===== src/hw/rtl/hpr_pkg.sv =====
// ----------------------------------------------------------------------------
// hpr_pkg
// Shared types and codes for the highest-priority ready select block.
// ----------------------------------------------------------------------------
package hpr_pkg;

  typedef struct packed {
    logic [7:0] id;
    logic [5:0] prio;
  } entry_t;

  localparam int unsigned EntryW = $bits(entry_t);

  typedef enum logic [1:0] {
    ST_INSERTED = 2'd0,
    ST_POPPED   = 2'd1,
    ST_EMPTY    = 2'd2,
    ST_FULL     = 2'd3
  } status_e;

  localparam logic OP_INSERT = 1'b0;
  localparam logic OP_POP    = 1'b1;

endpackage


===== src/hw/rtl/hpr_ram.sv =====
// ----------------------------------------------------------------------------
// hpr_ram
// Generic single-write, single-read RAM with registered read data.
// ----------------------------------------------------------------------------
module hpr_ram #(
  parameter int unsigned WIDTH = 14,
  parameter int unsigned DEPTH = 16,
  localparam int unsigned AW = (DEPTH > 1) ? $clog2(DEPTH) : 1
) (
  input  logic             clk_i,
  input  logic             we_i,
  input  logic [AW-1:0]    waddr_i,
  input  logic [WIDTH-1:0] wdata_i,
  input  logic [AW-1:0]    raddr_i,
  output logic [WIDTH-1:0] rdata_o
);

  logic [WIDTH-1:0] mem_q [DEPTH];
  logic [WIDTH-1:0] rdata_q;

  always_ff @(posedge clk_i) begin
    if (we_i) begin
      mem_q[waddr_i] <= wdata_i;
    end
    rdata_q <= mem_q[raddr_i];
  end

  assign rdata_o = rdata_q;

endmodule


===== src/hw/rtl/hpr_best.sv =====
// ----------------------------------------------------------------------------
// hpr_best
// Compare unit: keeps the running highest-priority entry of a scan.
// ----------------------------------------------------------------------------
module hpr_best
  import hpr_pkg::*;
#(
  parameter int unsigned IW = 4
) (
  input  logic          clk_i,
  input  logic          en_i,
  input  logic [IW-1:0] idx_i,
  input  entry_t        cand_i,
  output logic [IW-1:0] best_idx_o,
  output entry_t        best_o
);

  logic [IW-1:0] best_idx_q, best_idx_d;
  entry_t        best_q, best_d;
  logic          take;

  // strict greater keeps the earliest arrival among equal priorities
  assign take = (idx_i == '0) || (cand_i.prio > best_q.prio);

  always_comb begin
    best_idx_d = best_idx_q;
    best_d     = best_q;
    if (en_i && take) begin
      best_idx_d = idx_i;
      best_d     = cand_i;
    end
  end

  always_ff @(posedge clk_i) begin
    best_idx_q <= best_idx_d;
    best_q     <= best_d;
  end

  assign best_idx_o = best_idx_q;
  assign best_o     = best_q;

endmodule


===== src/hw/rtl/highest_priority_ready_select_top.sv =====
// ----------------------------------------------------------------------------
// highest_priority_ready_select_top
// Ready queue in arrival order; pop removes the highest-priority entry.
// ----------------------------------------------------------------------------
// Insert, full insert and empty pop: result state, then registered output.
// Pop: one RAM read port and one compare unit walk the scan, then the same
// port compacts the entries above the best one.
// One transaction in flight; the next is taken while a result waits.
// Reset clears the entry count and idle id; entries are not cleared.
// ----------------------------------------------------------------------------
module highest_priority_ready_select_top
  import hpr_pkg::*;
#(
  parameter int unsigned DEPTH = 16,
  localparam int unsigned IW = (DEPTH > 1) ? $clog2(DEPTH) : 1,
  localparam int unsigned CW = $clog2(DEPTH + 1)
) (
  input  logic       clk_i,
  input  logic       rst_ni,
  input  logic       in_valid_i,
  output logic       in_ready_o,
  input  logic       opcode_i,
  input  logic [7:0] thread_id_i,
  input  logic [5:0] priority_req_i,
  output logic       out_valid_o,
  input  logic       out_ready_i,
  output logic [1:0] status_o,
  output logic [7:0] chosen_id_o,
  output logic [5:0] chosen_priority_o,
  output logic [4:0] occupancy_o,
  input  logic       cfg_valid_i,
  output logic       cfg_ready_o,
  input  logic [7:0] cfg_data_i
);

  typedef enum logic [6:0] {
    S_IDLE   = 7'b0000001,
    S_SCAN   = 7'b0000010,
    S_DRAIN  = 7'b0000100,
    S_SETUP  = 7'b0001000,
    S_SHIFT  = 7'b0010000,
    S_FLUSH  = 7'b0100000,
    S_RESULT = 7'b1000000
  } state_e;

  state_e        state_q, state_d;
  logic [CW-1:0] count_q, count_d;
  logic [CW-1:0] idx_q, idx_d;
  logic          rvalid_q, rvalid_d;
  logic [IW-1:0] ridx_q, ridx_d;
  logic [7:0]    idle_id_q;

  status_e       res_status_q, res_status_d;
  logic [7:0]    res_id_q, res_id_d;
  logic [5:0]    res_prio_q, res_prio_d;

  logic          out_valid_q, out_valid_d;
  status_e       out_status_q, out_status_d;
  logic [7:0]    out_id_q, out_id_d;
  logic [5:0]    out_prio_q, out_prio_d;
  logic [4:0]    out_occ_q, out_occ_d;

  logic          we;
  logic [IW-1:0] waddr;
  entry_t        wdata;
  logic [IW-1:0] raddr;
  entry_t        rdata;
  logic [EntryW-1:0] rdata_raw;

  logic          cmp_en;
  logic [IW-1:0] best_idx;
  entry_t        best;

  hpr_ram #(
    .WIDTH (EntryW),
    .DEPTH (DEPTH)
  ) u_ram (
    .clk_i   (clk_i),
    .we_i    (we),
    .waddr_i (waddr),
    .wdata_i (wdata),
    .raddr_i (raddr),
    .rdata_o (rdata_raw)
  );

  assign rdata = entry_t'(rdata_raw);

  assign cmp_en = rvalid_q && ((state_q == S_SCAN) || (state_q == S_DRAIN));

  hpr_best #(
    .IW (IW)
  ) u_best (
    .clk_i      (clk_i),
    .en_i       (cmp_en),
    .idx_i      (ridx_q),
    .cand_i     (rdata),
    .best_idx_o (best_idx),
    .best_o     (best)
  );

  assign in_ready_o  = (state_q == S_IDLE);
  assign cfg_ready_o = 1'b1;

  always_comb begin
    state_d      = state_q;
    count_d      = count_q;
    idx_d        = idx_q;
    rvalid_d     = 1'b0;
    ridx_d       = ridx_q;
    res_status_d = res_status_q;
    res_id_d     = res_id_q;
    res_prio_d   = res_prio_q;
    out_valid_d  = out_valid_q && !out_ready_i;
    out_status_d = out_status_q;
    out_id_d     = out_id_q;
    out_prio_d   = out_prio_q;
    out_occ_d    = out_occ_q;
    we           = 1'b0;
    waddr        = ridx_q - IW'(1);
    wdata        = rdata;
    raddr        = idx_q[IW-1:0];

    unique case (state_q)
      S_IDLE: begin
        if (in_valid_i) begin
          res_id_d   = '0;
          res_prio_d = '0;
          if (opcode_i == OP_INSERT) begin
            state_d = S_RESULT;
            if (count_q == CW'(DEPTH)) begin
              res_status_d = ST_FULL;
            end else begin
              we           = 1'b1;
              waddr        = count_q[IW-1:0];
              wdata        = '{id: thread_id_i, prio: priority_req_i};
              count_d      = count_q + CW'(1);
              res_status_d = ST_INSERTED;
            end
          end else if (count_q == '0) begin
            state_d      = S_RESULT;
            res_status_d = ST_EMPTY;
            res_id_d     = idle_id_q;
          end else begin
            state_d = S_SCAN;
            idx_d   = '0;
          end
        end
      end
      S_SCAN: begin
        rvalid_d = 1'b1;
        ridx_d   = idx_q[IW-1:0];
        if (idx_q == count_q - CW'(1)) begin
          state_d = S_DRAIN;
        end else begin
          idx_d = idx_q + CW'(1);
        end
      end
      S_DRAIN: begin
        state_d = S_SETUP;
      end
      S_SETUP: begin
        idx_d   = CW'(best_idx) + CW'(1);
        state_d = S_SHIFT;
      end
      S_SHIFT: begin
        we = rvalid_q;
        if (idx_q < count_q) begin
          rvalid_d = 1'b1;
          ridx_d   = idx_q[IW-1:0];
          idx_d    = idx_q + CW'(1);
        end else begin
          state_d = S_FLUSH;
        end
      end
      S_FLUSH: begin
        we           = rvalid_q;
        count_d      = count_q - CW'(1);
        res_status_d = ST_POPPED;
        res_id_d     = best.id;
        res_prio_d   = best.prio;
        state_d      = S_RESULT;
      end
      S_RESULT: begin
        if (!out_valid_q || out_ready_i) begin
          out_valid_d  = 1'b1;
          out_status_d = res_status_q;
          out_id_d     = res_id_q;
          out_prio_d   = res_prio_q;
          out_occ_d    = 5'(count_q);
          state_d      = S_IDLE;
        end
      end
      default: begin
        state_d = S_IDLE;
      end
    endcase
  end

  always_ff @(posedge clk_i or negedge rst_ni) begin
    if (!rst_ni) begin
      state_q     <= S_IDLE;
      count_q     <= '0;
      rvalid_q    <= 1'b0;
      out_valid_q <= 1'b0;
      idle_id_q   <= '0;
    end else begin
      state_q     <= state_d;
      count_q     <= count_d;
      rvalid_q    <= rvalid_d;
      out_valid_q <= out_valid_d;
      if (cfg_valid_i) begin
        idle_id_q <= cfg_data_i;
      end
    end
  end

  always_ff @(posedge clk_i) begin
    idx_q        <= idx_d;
    ridx_q       <= ridx_d;
    res_status_q <= res_status_d;
    res_id_q     <= res_id_d;
    res_prio_q   <= res_prio_d;
    out_status_q <= out_status_d;
    out_id_q     <= out_id_d;
    out_prio_q   <= out_prio_d;
    out_occ_q    <= out_occ_d;
  end

  assign out_valid_o       = out_valid_q;
  assign status_o          = out_status_q;
  assign chosen_id_o       = out_id_q;
  assign chosen_priority_o = out_prio_q;
  assign occupancy_o       = out_occ_q;

  // every accepted transaction takes the block out of idle in the next cycle
  a_busy_after_accept: assert property (@(posedge clk_i) disable iff (!rst_ni)
    (in_valid_i && in_ready_o) |=> !in_ready_o)
    else $error("accepted a transaction back to back");

  a_count_bound: assert property (@(posedge clk_i) disable iff (!rst_ni)
    count_q <= CW'(DEPTH))
    else $error("entry count above depth");

  a_write_in_range: assert property (@(posedge clk_i) disable iff (!rst_ni)
    we |-> (CW'(waddr) <= count_q))
    else $error("write beyond held entries");

  a_result_held: assert property (@(posedge clk_i) disable iff (!rst_ni)
    (out_valid_o && !out_ready_i) |=> $stable(status_o) && $stable(occupancy_o))
    else $error("pending result overwritten");

endmodule

===== config.mk =====
export PLATFORM = sky130hd
export DESIGN_NAME = highest_priority_ready_select_top
export DESIGN_NICKNAME = d
export VERILOG_FILES = /design/src/hw/rtl/hpr_pkg.sv /design/src/hw/rtl/hpr_ram.sv /design/src/hw/rtl/hpr_best.sv /design/src/hw/rtl/highest_priority_ready_select_top.sv
export SDC_FILE = /design/constraint.sdc
export NUM_CORES = 1
export LEC_CHECK = 0
export BUFFER_PORTS_ARGS = -buffer_cell sky130_fd_sc_hd__buf_2
export CAP_MARGIN = 0
export CELL_PAD_IN_SITES_DETAIL_PLACEMENT = 1
export CELL_PAD_IN_SITES_GLOBAL_PLACEMENT = 1
export CORE_AREA = 5 5 215 217
export CTS_CLUSTER_DIAMETER = 200
export DETAILED_ROUTE_END_ITERATION = 6
export DIE_AREA = 0 0 220 222
export PLACE_DENSITY_LB_ADDON = 0.1
export SLEW_MARGIN = 40
export SYNTH_ARGS = -nofsm -noshare
export SYNTH_HDL_FRONTEND = slang
export SYNTH_SLANG_ARGS = --single-unit
export TNS_END_PERCENT = 30

===== constraint.sdc =====
create_clock -name clk_i -period 4.1 [get_ports clk_i]
set_input_delay 0 -clock clk_i [delete_from_list [all_inputs] [get_ports clk_i]]
set_output_delay 0 -clock clk_i [all_outputs]
set_load 0.1 [all_outputs]

---- Yosys cells after proc, flatten, opt, wreduce, memory -nomap -nowiden ----
Memory sizes are Yosys's and may differ from the RTL's. A register that Yosys moved wholly into a read port is not among the register bits.
Cells that the tools add are included.
storage, ports and cells
  register bits after elaboration ......... 86
  output and inout bits ................... 24
  latch bits .............................. 0
  RAM bits ................................ 224
  bits in read-only memories .............. 0
  word-level logic and storage cells ...... 114
  input bits .............................. 28
  memories kept ........................... 1
memories
  memory       words  bits a word  read ports  clocked after memory_dff  wr ports  RTL line       text
  u_ram.mem_q  16     14           1           1                         1         hpr_ram.sv:18  logic [WIDTH-1:0] mem_q [DEPTH];
operators by class
  shift-type cells ........................ 0
  $add $sub $neg .......................... 5
  magnitude comparators ................... 2
  mux-type cells .......................... 48
  bitwise operators ....................... 0
  reduce and logical (&&, ||, !) cells .... 21
  multipliers ............................. 0
  equal/unequal tests ..................... 20
  div/mod/pow operators ................... 0
operators by type and width
  operator                                                               number
  14-bit 2-to-1 mux                                                      4
  7-bit one-hot mux with 7 select lines                                  1
  7-bit 2-to-1 mux                                                       6
  5-bit 2-to-1 mux                                                       8
  8-bit 2-to-1 mux                                                       3
  4-bit 2-to-1 mux                                                       5
  5-bit one-hot mux with 4 select lines                                  1
  2-bit != test, second input constant                                   8
  8-bit one-hot mux with 2 select lines                                  1
  6-bit one-hot mux with 2 select lines                                  1
  5-bit by 1-bit adder with 5-bit output, second input constant          2
  5-bit one-hot mux with 2 select lines                                  1
  1-bit 2-to-1 mux                                                       8
  2-bit 2-to-1 mux                                                       4
  4-bit one-hot mux with 2 select lines                                  1
  4-bit AND reduction                                                    2
  7-bit by 1-bit equality test with 1-bit output, second input constant  1
  7-bit by 2-bit equality test with 1-bit output, second input constant  1
  7-bit by 3-bit equality test with 1-bit output, second input constant  1
  7-bit by 4-bit equality test with 1-bit output, second input constant  1
  7-bit by 5-bit equality test with 1-bit output, second input constant  1
  7-bit by 6-bit equality test with 1-bit output, second input constant  1
  7-bit equality test, second input constant                             1
  6-bit > comparator                                                     1
  other kinds (22)                                                       32

---- Depth between registers and ports, before layout ----
  depth in word-level cells ............... 7
  depth in mapped cells ................... 10
  mapped depth without buffers ............ 9

---- Hierarchy ----
Synthesis repeated with hierarchy kept, for this count alone.
second synthesis, totals
  cell total of the unflattened synthesis .. 710
  area, all modules ....................... 12,868.6 um^2
by module, submodules not included
  module                             times used  seq. area each (um^2)  area each (um^2)  cells an instance
  hpr_ram                            1           7,006.7                8,763.4           379
  highest_priority_ready_select_top  1           1,933.1                3,398.3           291
  hpr_best                           1           540.5                  706.9             40

---- Worst setup path before layout ----
No wires, ideal clock.
  path kind ............................... register -> register
  start point ............................. register count_q[0]
  end point ............................... memory u_ram.mem_q[15][0], enable pin
  data required time ...................... 3.710 ns
  setup slack ............................. 0.904 ns
  period minus slack after synthesis ...... 3.196 ns
  data arrival time ....................... 2.807 ns
  library setup time ...................... 0.390 ns
  cell stages (with the launch flop) ...... 9
  buffers on the path ..................... 1
  path through ............................ dfrtp_1 buf_4 inv_1 ha_1 nor3b_1 a21oi_2 a211oi_1 nand3_1 a21oi_1
between the ends
  word-level cells in the longest chain between the ends .. 7
  elaborated cells between the ends (all ways) .. 11
  those cells by class .................... eq/ne: 1; mux: 10
RTL lines
  element                                 RTL line                                  text
  start: declaration                      highest_priority_ready_select_top.sv:47   logic [CW-1:0] count_q, count_d;
  start signal: assignment                highest_priority_ready_select_top.sv:208  count_q <= count_d;
  5-bit equality test                     highest_priority_ready_select_top.sv:130  if (count_q == CW'(DEPTH)) begin
  1-bit 2-to-1 mux                        highest_priority_ready_select_top.sv:130
  1-bit 2-to-1 mux                        highest_priority_ready_select_top.sv:128  if (opcode_i == OP_INSERT) begin
  1-bit 2-to-1 mux                        highest_priority_ready_select_top.sv:125  if (in_valid_i) begin
  1-bit one-hot mux with 2 select lines   highest_priority_ready_select_top.sv:123  unique case (state_q)
  1-bit 2-to-1 mux                        hpr_ram.sv:22                             if (we_i) begin
  1-bit 2-to-1 mux (not written as such)  hpr_ram.sv:23                             mem_q[waddr_i] <= wdata_i;
  end: declaration                        hpr_ram.sv:18
Parallel ways exist; a longest one is shown, timed or not.

---- Worst setup path after layout ----
  start point ............................. register count_q[0]
  end point ............................... memory u_ram.mem_q[11][13], enable pin
Same word-level chain as after synthesis.

==> flow_metrics.py <==
metrics = {
    "run_status": {
        "status": "finished clean",
    },
    "synth": {
        "ys_top_cells_by_area": "edfxtp_1, mux4_2, dfrtp_1, dfxtp_1, ha_1",
        "synth_top_flop_cell": "edfxtp_1",
        "yosys_warnings": 0,
        "synth-seq-cells": 324,
        "synth-edff-count": 288,
        "yosysTopAreaCellShare_pct": 66.4,
        "synthCells": 709,
        "async_flop_share_pct": 6.79,
        "synth.distinct_cells": 58,
        "synth_area_sq_um": 13000,
        "seq_area_frac_synth_pct": 72.8,
        "yosysTopAreaCell": "edfxtp_1",
        "syn_nets": 753,
        "syn_avg_cell_area_sq_um": 18.4,
    },
    "cells_and_area": {
        "final_nets": 858,
        "finish.utilization_pct": 35.6,
        "antenna_cells": 0,
        "register_area_sq_um": 9480,
        "nFillCells": 4443,
        "synthToLayoutAreaGrowth_pct": 20.0,
        "multi_input_area_sq_um": 3340,
        "mostFrequentLayoutCell": "edfxtp_1",
        "final_cell_mix": "edfxtp_1, mux4_2, nand2_1",
        "drive_gt1_share_pct": 28.4,
    },
    "critical_path": {
        "crit_arrival_ps": 3680,
        "worstReg2RegEnd": "u_ram.mem_q[11][13]",
        "start_kind": "flip-flop",
        "rr_worst_depth": 8,
        "end_kind": "flip-flop",
        "cp_max_fo": 14,
        "reg2reg_setup_slack_ps": 630,
        "endpoint": "u_ram.mem_q[11][13]",
        "timing_worst_setup_path_type": "flip-flop to flip-flop",
        "crit_start": "count_q[0]",
        "r2r_start": "count_q[0]",
        "worstPathRequired_ps": 4310,
    },
    "detailed_routing": {
        "drt_iter0_markers": 404,
        "vias": 6774,
        "drt_wl_total_mm": 33.0,
        "ant_nets": 0,
        "routedWlPerCell_um": 23.0,
        "drc": 0,
        "routed_via_density": 4.72,
        "drt-pass1-iter-count": 5,
    },
    "global_route": {
        "track_usage_pct": 13.6,
        "use_met1_pct": 18.1,
        "grt_pass1_vias": 7491,
        "use_met2_pct": 23.0,
        "grt_pass1_wl_mm": 49.1,
        "grt.busiest_layer": "met2",
        "gr-usage-met3_pct": 2.74,
        "grt_max_degree": 60,
        "antenna_found_initial": 2,
        "grt_overflow": 0,
    },
    "pwr": {
        "vdd.ir_drop.worst_mv": 0.229,
        "p_per_area_nw_per_um2": 673,
        "p_leak_nw": 5.30,
    },
    "timing": {
        "fin_crit_sh_pct": 84.6,
        "finalMaxSlewViolations": 0,
        "worst_pin_slew_ps": 824,
        "rsz0062_at_grt": "false",
        "finClkSkew_ps": 14.4,
        "max_slew_margin_pct": 44.5,
        "fin_crit_ps": 3470,
        "finalWorstSetupSlack_ps": 631,
        "hold_viol_final": 0,
        "setup_violations": 0,
        "max_freq_mhz": 288,
        "fin_tns_setup_ps": 0,
    },
    "clock_network": {
        "clock_path_buffers": 3,
        "post_cts_resized": 0,
        "cts_tree": "yes",
        "root_buffer": "clkbuf_16",
        "cts_buffers": 38,
        "cts_sinks": 324,
        "clk_latency_ps": 550,
        "path_clk_slew_ps": 60,
        "h-tree-depth": 2,
    },
    "hold_path": {
        "hold_path_class": "input port to asynchronous set/reset pin",
    },
    "die": {
        "core_sq_um": 43900,
        "start_util_pct": 29.6,
        "dieArea_sq_um": 48800,
        "die_h_um": 222,
        "dieWidth_um": 220,
        "ios": 52,
        "rows": 77,
    },
    "placement": {
        "dp_hpwl_mm": 21.1,
        "place_congestion": 0.788,
        "io_buffers": 50,
        "dp_slack_ps": 473,
    },
    "job": {
        "cap_viol_max_count": 0,
    },
}
[through the flow]
step	cell area (sq um)	instances	total power, mW	hold slack [ps]
after floorplan	13000	709	6.28	-296
after global routing	15600	1436	11.0	30.6
after CTS	15600	1436	10.7	9.27
after detailed placement	14100	1346	7.09	40.5
final	15600	1436	10.5	3.18
after global placement	14100	1346	7.01	38.0
[state kept, by name (all words and copies together) (netlist names)]
| name | cells |
|---|---|
| u_ram.mem_q | 224 |
| u_best.best_o | 14 |
| u_ram.rdata_o | 14 |
| chosen_id_o | 8 |
| idle_id_q | 8 |
| res_id_q | 8 |
| state_q | 7 |
| chosen_priority_o | 6 |
| res_prio_q | 6 |
| count_q | 5 |
| idx_q | 5 |
| occupancy_o | 5 |
| ridx_q | 4 |
| u_best.best_idx_o | 4 |
| res_status_q | 2 |
| status_o | 2 |
| out_valid_o | 1 |
| rvalid_q | 1 |
[synth_stat cells (all sizes together) (3+ instances only)]
cell    count
xnor2      14
dfxtp      14
a211oi      3
dfrtp      21
ha         16
a32oi       3
nand2      54
nand3      19
o21a        3
inv        19
a31oi       3
nor4        3
mux4       70
a22o        8
mux2        9
xor2        5
clkbuf     15
and2        4
nor2       24
o22ai       3
a21oi      19
buf        20
nor2b       5
nand4      11
o21ai      17
and3        4
nand2b      3
nand3b      3
edfxtp    288
nor3        4
[worst max-delay path, stage by stage (launching register included)]
cell and delay, ps:
dfrtp_1 540, inv_1 190, ha_1 290, nor3b_1 210, a21oi_2 460, and2_1 670, nand4_1 270, a21oi_2 180
buf_4 320
[how the worst min path moves through the flow]
stage | end | slack (ps) | cells after the start | start
6_report | state_q[3] | 3 | 2 | rst_ni
5_1_grt | state_q[3] | 30 | 2 | rst_ni
4_1_cts | idle_id_q[6] | 9 | 2 | rst_ni
3_5_place_dp | state_q[3] | 40 | 1 | rst_ni
3_3_place_gp | state_q[2] | 40 | 1 | rst_ni
2_1_floorplan | count_q[0] | -300 | 0 | rst_ni
[layer usage]
metal / part of all wire, % / wire [um]
met3: 4.2 / 1370
met5: 0 / 0
met1: 44 / 14600
met2: 50 / 16300
met4: 1.9 / 633
[cells by family after synthesis]
logic type      count (synthesis)  synth area share, %
other cells                     1               0.0288
simple gates                  146                 5.88
mux                            79                 12.9
fa+ha+maj                      16                 1.54
flops                         324                 72.8
buf+inv                        55                 2.06
compound gates                 69                 3.55
xor+xnor                       19                 1.28
[layout make-up]
type	count	area share [%]
clock buffers	56	6.84
flip-flops and latches	324	60.6
multi-input cells	330	21.4
well taps	592	4.74
inverters	20	0.480
clock inverters	14	1.54
repair buffers	100	4.40
[what timing repair did]
action,CTS,global route
hold buffers,20,0
buffers inserted,0,0
hold endpoints to repair,36,0
[power breakdown]
| part | internal [mW] | leakage [nW] | switching, mW |
|---|---|---|---|
| Sequential | 4.37 | 3.00 | 0.266 |
| Clock | 2.20 | 0.629 | 1.33 |
| Combinational | 0.735 | 1.67 | 1.62 |
Note: power is estimated with default switching activity, not from simulation.
